`src/mqsb_pkg.sv`:
```
// Package for the shared-buffer multi-queue block.
// Holds slot, pointer and data sizes, the pointer type and the command codes.
// No dependencies.
`timescale 1ns / 1ps

package mqsb_pkg;

  localparam int QUEUE_ID_W = 3;
  localparam int NUM_QUEUES = 1 << QUEUE_ID_W;
  localparam int NUM_SLOTS  = 64;
  localparam int DATA_WIDTH = 32;

  // slot index, and pointer that also encodes null as NUM_SLOTS
  localparam int IDX_W = $clog2(NUM_SLOTS);
  localparam int PTR_W = $clog2(NUM_SLOTS + 1);

  typedef logic [PTR_W-1:0]      ptr_t;
  typedef logic [IDX_W-1:0]      idx_t;
  typedef logic [DATA_WIDTH-1:0] data_t;
  typedef logic [QUEUE_ID_W-1:0] qid_t;

  localparam ptr_t PTR_NULL = ptr_t'(NUM_SLOTS);

  typedef enum logic {
    CMD_ENQ = 1'b0,
    CMD_DEQ = 1'b1
  } cmd_e;

endpackage

```
`src/multi_queue_shared_buffer.sv`:
```
// Top level of the shared-buffer multi-queue block: pointer logic, link and
// data slot stores, and the result pipeline. Depends on mqsb_pkg.
//
// NUM_QUEUES FIFO queues share one store of NUM_SLOTS slots; each queue is a
// linked list of slots, and unused slots sit on a free list. An enqueue item
// (tuser[0] = 0) stores tdata in queue tuser[3:1]; a dequeue item (tuser[0] = 1)
// returns the oldest value of that queue. Every item gives exactly one result:
// tuser = 1 on success, 0 when the store is full (enqueue) or the queue is
// empty (dequeue); tdata holds the dequeued value, else 0. One item is taken
// every cycle while the result side keeps up. An accepted item passes
// through the input register, the registered read port of the data store,
// which forms the result stage, and the output register. The next-slot
// pointer of every list is kept in a register so that back-to-back
// operations on one list need only one registered link read each. The link
// store comes out of reset as a chain through valid bits, so there is no
// clearing pass after reset.
`timescale 1ns / 1ps

module multi_queue_shared_buffer (
  input  logic                          clk_i,
  input  logic                          rst_ni,
  input  logic                          s_axis_tvalid_i,
  output logic                          s_axis_tready_o,
  input  logic [mqsb_pkg::DATA_WIDTH-1:0] s_axis_tdata_i,  // value_in
  input  logic [3:0]                    s_axis_tuser_i,  // command, queue_id[2:0]
  output logic                          m_axis_tvalid_o,
  input  logic                          m_axis_tready_i,
  output logic [mqsb_pkg::DATA_WIDTH-1:0] m_axis_tdata_o,  // value_out
  output logic                          m_axis_tuser_o   // ok
);

  import mqsb_pkg::*;

  // input stage
  logic  e_valid_q;
  cmd_e  e_cmd_q;
  qid_t  e_qid_q;
  data_t e_val_q;

  // result stage (value comes from the data store read register)
  logic  r_valid_q, r_ok_q, r_deq_q;
  data_t data_rdata_q;

  // output stage
  logic  o_valid_q, o_ok_q;
  data_t o_val_q;

  // queue pointers and free list
  ptr_t head_q  [NUM_QUEUES];
  ptr_t tail_q  [NUM_QUEUES];
  ptr_t hnext_q [NUM_QUEUES];
  ptr_t head_d  [NUM_QUEUES];
  ptr_t tail_d  [NUM_QUEUES];
  ptr_t hnext_d [NUM_QUEUES];
  ptr_t hnext_eff [NUM_QUEUES];
  ptr_t free_head_q, free_head_d;
  ptr_t free_next_q, free_next_d, free_next_eff;

  // link read result pending for one list's next pointer
  logic fwd_valid_q, fwd_valid_d;
  logic fwd_free_q, fwd_free_d;
  logic fwd_nil_q, fwd_nil_d;
  qid_t fwd_qid_q, fwd_qid_d;
  ptr_t fwd_value;

  // stores
  ptr_t            link_mem [NUM_SLOTS];
  logic [NUM_SLOTS-1:0] link_vld_q;
  ptr_t            link_rdata_q;
  data_t           data_mem [NUM_SLOTS];

  logic link_we;
  idx_t link_wa, link_ra;
  ptr_t link_wd;
  logic data_we;

  logic o_ready, r_ready, r_fire, e_fire;
  ptr_t sel_head, sel_tail, sel_hnext;
  logic enq_ok, deq_ok;

  assign o_ready = !o_valid_q || m_axis_tready_i;
  assign r_fire  = r_valid_q && o_ready;
  assign r_ready = !r_valid_q || o_ready;
  assign e_fire  = e_valid_q && r_ready;

  assign s_axis_tready_o = !e_valid_q || r_ready;
  assign m_axis_tvalid_o = o_valid_q;
  assign m_axis_tdata_o  = o_val_q;
  assign m_axis_tuser_o  = o_ok_q;

  assign fwd_value = fwd_nil_q ? PTR_NULL : link_rdata_q;

  always_comb begin
    for (int i = 0; i < NUM_QUEUES; i++) begin
      hnext_eff[i] = (fwd_valid_q && !fwd_free_q && (fwd_qid_q == qid_t'(i))) ?
                     fwd_value : hnext_q[i];
    end
    free_next_eff = (fwd_valid_q && fwd_free_q) ? fwd_value : free_next_q;
  end

  assign sel_head  = head_q[e_qid_q];
  assign sel_tail  = tail_q[e_qid_q];
  assign sel_hnext = hnext_eff[e_qid_q];
  assign enq_ok    = (e_cmd_q == CMD_ENQ) && (free_head_q != PTR_NULL);
  assign deq_ok    = (e_cmd_q == CMD_DEQ) && (sel_head != PTR_NULL);

  always_comb begin
    head_d      = head_q;
    tail_d      = tail_q;
    hnext_d     = hnext_eff;
    free_head_d = free_head_q;
    free_next_d = free_next_eff;
    link_we     = 1'b0;
    link_wa     = '0;
    link_wd     = '0;
    link_ra     = '0;
    data_we     = 1'b0;
    fwd_valid_d = 1'b0;
    fwd_free_d  = 1'b0;
    fwd_nil_d   = 1'b0;
    fwd_qid_d   = '0;
    if (e_fire && enq_ok) begin
      // pop the free list, prefetch the link of its new head
      free_head_d = free_next_eff;
      link_ra     = free_next_eff[IDX_W-1:0];
      fwd_valid_d = 1'b1;
      fwd_free_d  = 1'b1;
      fwd_nil_d   = (free_next_eff == PTR_NULL);
      data_we     = 1'b1;
      if (sel_head == PTR_NULL) begin
        head_d[e_qid_q]  = free_head_q;
        hnext_d[e_qid_q] = PTR_NULL;
      end else begin
        link_we = 1'b1;
        link_wa = sel_tail[IDX_W-1:0];
        link_wd = free_head_q;
        if (sel_head == sel_tail) begin
          hnext_d[e_qid_q] = free_head_q;
        end
      end
      tail_d[e_qid_q] = free_head_q;
    end else if (e_fire && deq_ok) begin
      // advance the head; the link of the tail is stale, so treat it as null
      head_d[e_qid_q] = sel_hnext;
      link_ra         = sel_hnext[IDX_W-1:0];
      fwd_valid_d     = 1'b1;
      fwd_qid_d       = e_qid_q;
      fwd_nil_d       = (sel_hnext == PTR_NULL) || (sel_hnext == sel_tail);
      // push the freed slot onto the free list
      link_we     = 1'b1;
      link_wa     = sel_head[IDX_W-1:0];
      link_wd     = free_head_q;
      free_head_d = sel_head;
      free_next_d = free_head_q;
    end
  end

  always_ff @(posedge clk_i or negedge rst_ni) begin
    if (!rst_ni) begin
      e_valid_q   <= 1'b0;
      r_valid_q   <= 1'b0;
      o_valid_q   <= 1'b0;
      free_head_q <= '0;
      free_next_q <= ptr_t'(1);
      fwd_valid_q <= 1'b0;
      fwd_free_q  <= 1'b0;
      fwd_nil_q   <= 1'b0;
      fwd_qid_q   <= '0;
      link_vld_q  <= '0;
      for (int i = 0; i < NUM_QUEUES; i++) begin
        head_q[i]  <= PTR_NULL;
        tail_q[i]  <= PTR_NULL;
        hnext_q[i] <= PTR_NULL;
      end
    end else begin
      if (s_axis_tready_o) begin
        e_valid_q <= s_axis_tvalid_i;
      end
      if (r_ready) begin
        r_valid_q <= e_valid_q;
      end
      if (o_ready) begin
        o_valid_q <= r_valid_q;
      end
      free_head_q <= free_head_d;
      free_next_q <= free_next_d;
      fwd_valid_q <= fwd_valid_d;
      fwd_free_q  <= fwd_free_d;
      fwd_nil_q   <= fwd_nil_d;
      fwd_qid_q   <= fwd_qid_d;
      head_q      <= head_d;
      tail_q      <= tail_d;
      hnext_q     <= hnext_d;
      if (link_we) begin
        link_vld_q[link_wa] <= 1'b1;
      end
    end
  end

  // payload registers
  always_ff @(posedge clk_i) begin
    if (s_axis_tready_o && s_axis_tvalid_i) begin
      e_cmd_q <= cmd_e'(s_axis_tuser_i[0]);
      e_qid_q <= s_axis_tuser_i[3:1];
      e_val_q <= s_axis_tdata_i;
    end
    if (e_fire) begin
      r_ok_q  <= enq_ok || deq_ok;
      r_deq_q <= (e_cmd_q == CMD_DEQ);
    end
    if (r_fire) begin
      o_ok_q  <= r_ok_q;
      o_val_q <= (r_ok_q && r_deq_q) ? data_rdata_q : '0;
    end
  end

  // link store: an entry never written reads as its reset chain value
  always_ff @(posedge clk_i) begin
    if (link_we) begin
      link_mem[link_wa] <= link_wd;
    end
    link_rdata_q <= link_vld_q[link_ra] ? link_mem[link_ra] :
                    ptr_t'(link_ra) + ptr_t'(1);
  end

  // data store
  always_ff @(posedge clk_i) begin
    if (data_we) begin
      data_mem[free_head_q[IDX_W-1:0]] <= e_val_q;
    end
    if (e_fire) begin
      data_rdata_q <= data_mem[sel_head[IDX_W-1:0]];
    end
  end

  a_deq_frees_slot: assert property (@(posedge clk_i) disable iff (!rst_ni)
    e_fire && deq_ok |=> free_head_q == $past(sel_head))
    else $error("dequeued slot not pushed onto free list");

  a_enq_sets_tail: assert property (@(posedge clk_i) disable iff (!rst_ni)
    e_fire && enq_ok |=> tail_q[$past(e_qid_q)] == $past(free_head_q))
    else $error("enqueued slot not linked as queue tail");

  a_head_not_free: assert property (@(posedge clk_i) disable iff (!rst_ni)
    e_fire && deq_ok |-> sel_head != free_head_q)
    else $error("queue head is also the free-list head");

  a_result_follows: assert property (@(posedge clk_i) disable iff (!rst_ni)
    e_fire |=> r_valid_q && (r_ok_q == $past(enq_ok || deq_ok)))
    else $error("executed item did not reach the result stage");

endmodule
```
`config.mk`:
```
export PLATFORM = sky130hd
export DESIGN_NAME = multi_queue_shared_buffer
export DESIGN_NICKNAME = d
export VERILOG_FILES = /design/src/mqsb_pkg.sv /design/src/multi_queue_shared_buffer.sv
export SDC_FILE = /design/constraint.sdc
export NUM_CORES = 2
export LEC_CHECK = 0
export BUFFER_PORTS_ARGS = -buffer_cell sky130_fd_sc_hd__buf_2
export CAP_MARGIN = 20
export CELL_PAD_IN_SITES_DETAIL_PLACEMENT = 1
export CELL_PAD_IN_SITES_GLOBAL_PLACEMENT = 2
export CORE_MARGIN = 3
export CORE_UTILIZATION = 26
export CTS_CLUSTER_DIAMETER = 150
export DETAILED_ROUTE_END_ITERATION = 8
export GPL_ROUTABILITY_DRIVEN = 0
export PLACE_DENSITY = 0.51
export SETUP_SLACK_MARGIN = 0.05
export SYNTH_ARGS = -nofsm -noshare
export SYNTH_HDL_FRONTEND = slang
export SYNTH_SLANG_ARGS = --single-unit
```
`constraint.sdc`:
```
create_clock -name clk_i -period 6.4 [get_ports clk_i]
set_input_delay 0.64 -clock clk_i [delete_from_list [all_inputs] [get_ports clk_i]]
set_output_delay 0.64 -clock clk_i [all_outputs]
set_load 0.01 [all_outputs]
```
### Word-level counts from Yosys, hierarchy flattened

Memory sizes are Yosys's and may differ from the RTL's. A register that Yosys moved wholly into a read port is not among the register bits.
Cells that the tools add are included.

* memories: 2
* memory bits (read-only): 0
* logic and storage cells: 164
* bits in registers: 333
* input bits: 40
* latch bits: 0
* bits in writable memories: 2496
* output and inout port bits: 35

* bitwise operators: 6
* reductions and logical operators: 32
* magnitude comparators: 5
* shift-type cells: 0
* mux-type cells: 61
* multipliers: 0
* eq/ne operators: 15
* add/sub/neg operators: 1
* divide/modulo/power cells: 0

Memory list
* data_mem: depth 64, bits a word 32, read ports 1, clocked after memory_dff 1, wr ports 1, line multi_queue_shared_buffer.sv:70 `data_t data_mem [NUM_SLOTS];`
* link_mem: depth 64, bits a word 7, read ports 1, clocked after memory_dff 0, wr ports 1, line multi_queue_shared_buffer.sv:67 `ptr_t link_mem [NUM_SLOTS];`

Operators by type and width (number)
* 2-to-1 mux 56 bit: 6
* bitwise mux 56 bit: 4
* 2-to-1 mux 7 bit: 25
* OR 64 bit: 1
* binary-select mux 7 bit (select 3 bit): 3
* bitwise AND 48 bit: 1
* inverter 48 bit: 1
* 2-to-1 mux 6 bit: 5
* demux 7 bit (select 3 bit): 1
* == test 7 bit (second input constant): 3
* logical AND 1 bit: 20
* == test 7 bit: 2
* < comparator 6 x 7 -> 1 bit (second input constant): 2
* inequality test 7 bit (second input constant): 2
* 2-to-1 mux 1 bit: 13
* == test 3 bit (second input constant): 4
* OR 8 bit: 1
* adder 6 x 1 -> 7 bit (second input constant): 1
* binary-select mux 1 bit (select 6 bit): 1
* demux 1 bit (select 6 bit): 1
* == test 3 x 2 -> 1 bit (second input constant): 2
* >= comparator 6 x 1 -> 1 bit (second input constant): 1
* 2-to-1 mux 3 bit: 2
* logical OR 1 bit: 5
* other kinds (10): 13

### Longest topological paths before layout

* depth in word-level cells: 14
* gate-level depth with buffers: 22

### Least setup slack after synthesis

OpenSTA, ideal clock, no wires.

* path kind: input-to-reg
* start point: input m_axis_tready_i
* end point: memory link_mem[0][0] in the netlist's numbering (data pin)
* cell stages on the path: 8
* arrival time: 4154 ps
* slack: 1746 ps
* cells stage by stage: nand3b_1 -> nand2_1 -> inv_1 -> nand2_1 -> a31oi_4 -> clkbuf_1 -> nor2_1 -> nor2_1

* word-level cells in the longest chain between the ends: 6
* elaborated cells between the ends (all ways): 7

Ends and longest elaborated chain
* start: declaration: line multi_queue_shared_buffer.sv:27 `input logic m_axis_tready_i,`
* logical OR 1 bit (*): line multi_queue_shared_buffer.sv:81 `assign o_ready = !o_valid_q || m_axis_tready_i;`
* logical OR 1 bit (*): line multi_queue_shared_buffer.sv:83 `assign r_ready = !r_valid_q || o_ready;`
* logical AND 1 bit (*): line multi_queue_shared_buffer.sv:84 `assign e_fire = e_valid_q && r_ready;`
* net e_fire: line multi_queue_shared_buffer.sv:77 `logic o_ready, r_ready, r_fire, e_fire;`
* logical AND 1 bit: line multi_queue_shared_buffer.sv:142 `end else if (e_fire && deq_ok) begin`
* 2-to-1 mux 7 bit: line multi_queue_shared_buffer.sv:142
* 2-to-1 mux 7 bit (*): line multi_queue_shared_buffer.sv:122 `if (e_fire && enq_ok) begin`
* net link_wd[0]: line multi_queue_shared_buffer.sv:74 `ptr_t link_wd;`
* end: declaration: line multi_queue_shared_buffer.sv:67

Mark *: on every way through the listed nets, which the timed path passes. The rest lies on a longest branch.

### Worst setup path after layout

* start point: register e_qid_q[1]
* end point: register data_rdata_q[1] (read register of data_mem) (data pin)

* word-level cells in the longest chain between the ends: 4

Ends and longest elaborated chain
* start: declaration: line multi_queue_shared_buffer.sv:37 `qid_t e_qid_q;`
* start signal: assignment: line multi_queue_shared_buffer.sv:204 `e_qid_q <= s_axis_tuser_i[3:1];`
* inverter 3 -> 4 bit (not written as such): line multi_queue_shared_buffer.sv:101 `assign sel_head = head_q[e_qid_q];`
* binary-select mux 7 bit (select 3 bit): line multi_queue_shared_buffer.sv:101
* 2-to-1 mux 7 bit (not written as such) (2 in a row): line multi_queue_shared_buffer.sv:101
* end: declaration: line multi_queue_shared_buffer.sv:42 `data_t data_rdata_q;`

Every way passes these cells. The select of a mux whose other input is x is not followed.
A chain may end at the register's enable or synchronous reset.

==> results.ini <==
[sta]
finalCritPeriodShare=0.9333
setup-violations-final=0
final_tns_setup_ns=0
fmaxAchievable_mhz=167.4
rsz0062_at_grt=no
hold_violation_total_from_the_final_report=0
fin_crit_ns=5.973
slew_violations=0
max_slew_margin=0.1457
transition_time_at_the_pin_with_the_least_slew_margin_ns=1.274
skew_ns=0.08703

[clock_tree]
cts-root-to-sink-buffers=4
cts_root_buf=clkbuf_16
h_tree_levels=5
clkSinkCount=2861
cts.clk_slew.worst_paths_ns=0.06
tritoncts.num_buffers=342
tritoncts=yes
clk-insertion-delay-late_ns=0.95

[worst_setup_path]
cp_common_cell=buf_4
timing.critical_path.fanout_max=86
critical_path.slowest_cell=a211oi_1
critPathCaptureType=register
critical_path.startpoint_type=register
crit_chain=buf_4, mux4_2, o22a_1, o21ai_4, buf_12, buf_4, buf_4, a311oi_1, a211oi_1, nor3_1, a211oi_1, a21oi_1
worstPathRequired_ns=7.05
worstPathArrival_ns=6.62
crit_path_max_incr_delay_ns=0.98
critical_path_class=reg2reg

[drt]
vias_per_cell=4.963
wl_per_cell_um=27.94
detailedRoute.firstIterationViolations=4982
drt-pass1-iter-count=5
ant_nets=0
drt_wl_total_mm=412.1
vias=73220
remaining_drc_errors=0

[power]
power_frac_seq=0.374
p_switching_mw=21.69
comb_power_share=0.311
power.share.clock=0.315
swShare=0.3614
ir_worst_vdd_v=0.0004922
internal_power_consumption_mw=38.32
power.density_cell_area_nw_per_um2=440.7
power.leakage_nw=44.36

[logic_synthesis]
synth.yosys.seq_area_share=0.7309
synth_warnings=0
synthFlopType=edfxtp_1
syn_nets=8416
syn_inst=8375
synthesized_flop_and_latch_total=2861
share_of_synthesized_flip_flops_with_an_asynchronous_set_or_reset=0.08913
library_cells_used_by_synthesis=87
yosys-top-cells-area=edfxtp_1 67%, a211oi_1 5.0%, dfrtp_1 5.0%
synth-edff-count=2599
syn-mean-instance-area_um2=13.82
yosys.area.top_type_share=0.6743
syn_area_um2=115700
synth_top_area_cell=edfxtp_1

[layout]
area_growth_syn_to_layout_pct=17.65
final_common_cell=edfxtp_1
layout.nets=8609
n_fill_cell=46400
post_route_cells_drive_above_1_share=0.1342
ff_latch_area_um2=84600
utilization=0.3078
mostFrequentLayoutCells=2599 x edfxtp_1, 1471 x nand2_1, 768 x a211oi_1
combined_area_of_the_multi_input_logic_cells_um2=29250

[worst_hold_path]
min_path_type=in2reg

[grt]
grt_pass1_wl_mm=586.3
grt_use_total=0.1777
grt_start_max_net_pins=169
initial_antenna_violation_count=22
first_global_vias=76690
grt.overflow.total=0

[floorplan]
pin_count=75
fp.dieW_um=673.2
starting_utilization_of_the_core_area=0.2616
area_of_the_placeable_core_um2=442400
rows=244
die_height_um=673.2
design.die.area_um2=453200

[placed_design]
detailedPlacementHpwl_mm=234.9
place.port_buffers=74

[status]
status=finished, final reports clean

[run]
maxCapViolCount=0

## sequential cells by signal (all words and copies together) (netlist names), 7 cells and up
signal	count
data_mem	2048
data_rdata_q	32
e_val_q	32
free_head_q	7
free_next_q	7
head_q	56
hnext_q	56
link_mem	448
link_rdata_q	7
link_vld_q	64
m_axis_tdata_o	32
tail_q	56
## worst paths after layout
path                              endpoint  cells after the start              start  slack, ns
hold reg to reg              link_vld_q[3]                      2      link_vld_q[3]       0.46
setup reg to reg           data_rdata_q[1]                     12         e_qid_q[1]       0.43
hold / removal                  e_qid_q[2]                      1  s_axis_tuser_i[3]       0.06
setup / recovery           data_rdata_q[1]                     12         e_qid_q[1]       0.43
min in group asynchronous        tail_q[5]                      2             rst_ni       0.33
max in group asynchronous       head_q[33]                      3             rst_ni       4.62
## routing by layer
| layer | vias up | share of wire | GRT usage |
|---|---|---|---|
| met5 | - | 0 | 0 |
| met4 | 0 | 0.024 | 0.04277 |
| met1 | 39100 | 0.45 | 0.2402 |
| li1 | 32420 | - | - |
| met2 | 1214 | 0.49 | 0.3061 |
| met3 | 486 | 0.031 | 0.01799 |
## cell families (layout without fill, tap and decap cells)
logic type | Yosys count | in the layout | share of synthesized area
flops | 2861 | 2861 | 0.7309
simple gates | 2623 | 2623 | 0.1041
compound gates | 1994 | 1994 | 0.1197
buf+inv | 656 | 1119 | 0.02251
mux | 223 | 223 | 0.02140
xor+xnor | 17 | 17 | 0.001286
fa+ha+maj | 1 | 1 | 0.0001081
other cells | 0 | 10 | 0
## through the flow
step                      power [mW]  setup WS [ns]  hold slack (ns)  std cells  cell area [um2]
after floorplan                32.88          1.746           0.3444       8375           115700
after global placement         41.59         0.1443           0.4422      14070           124800
after detailed placement       41.88         0.2620           0.4492      14090           125000
after CTS                      61.08         0.3045          0.01652      14740           136100
after global routing           63.08         0.1856          0.01966      14740           136200
final                          60.02         0.4272          0.06065      14750           136200
## worst max-delay path: cells and delay by family (launching register included)
kind,cells,cell delay [ns]
flops,1,0.82
compound gates,6,1.96
mux,1,0.36
simple gates,1,0.18
buf+inv,4,2.11
## power by group through the flow
| stage | clock network [mW] | registers, mW | logic, mW |
|---|---|---|---|
| after floorplan | 0 | 22.6 | 10.3 |
| after global placement | 0 | 22.8 | 18.7 |
| after detailed placement | 0 | 22.8 | 19.0 |
| after CTS | 19.5 | 22.5 | 19.1 |
| after global routing | 20.2 | 22.5 | 20.3 |
| final | 18.9 | 22.4 | 18.7 |
## layout make-up
class,count,area share
sequential,2861,0.6212
clock inverter,167,0.01175
clock buffer,447,0.06704
multi-input combinational,4858,0.2148
timing repair buffer,482,0.03005
tap,5904,0.05425
antenna,10,0.0001838
inverter,23,0.0006616
## cells in the mapped netlist, types with 6 or more instances
cell,count
a211oi_1,768
a21boi_0,10
a21oi_1,264
a221oi_1,7
a22o_1,15
a22oi_1,23
a311oi_1,272
a31oi_1,292
and2_1,526
and3_1,48
buf_1,32
buf_2,51
buf_4,10
clkbuf_1,534
dfrtp_1,230
dfstp_2,25
dfxtp_1,7
edfxtp_1,2599
inv_1,20
mux2_2,72
mux2i_1,137
mux4_2,12
nand2_1,1471
nand2b_1,17
nand3_1,136
nand3b_1,6
nand4_1,8
nor2_1,212
nor3_1,86
nor4_1,6
o211ai_1,8
o21ai_0,209
o21ai_1,8
o221ai_1,27
o22ai_1,28
o31ai_1,18
or2_2,58
or3_1,18
xnor2_1,12
## what timing repair did
action | 4_1_cts | 5_1_grt
hold endpoints to repair | 93 | 0
hold buffers | 36 | 0
resized for setup | 0 | 1
buffers inserted | 0 | 0
setup endpoints to repair | 0 | 1
Power figures use the tool's default switching activity.
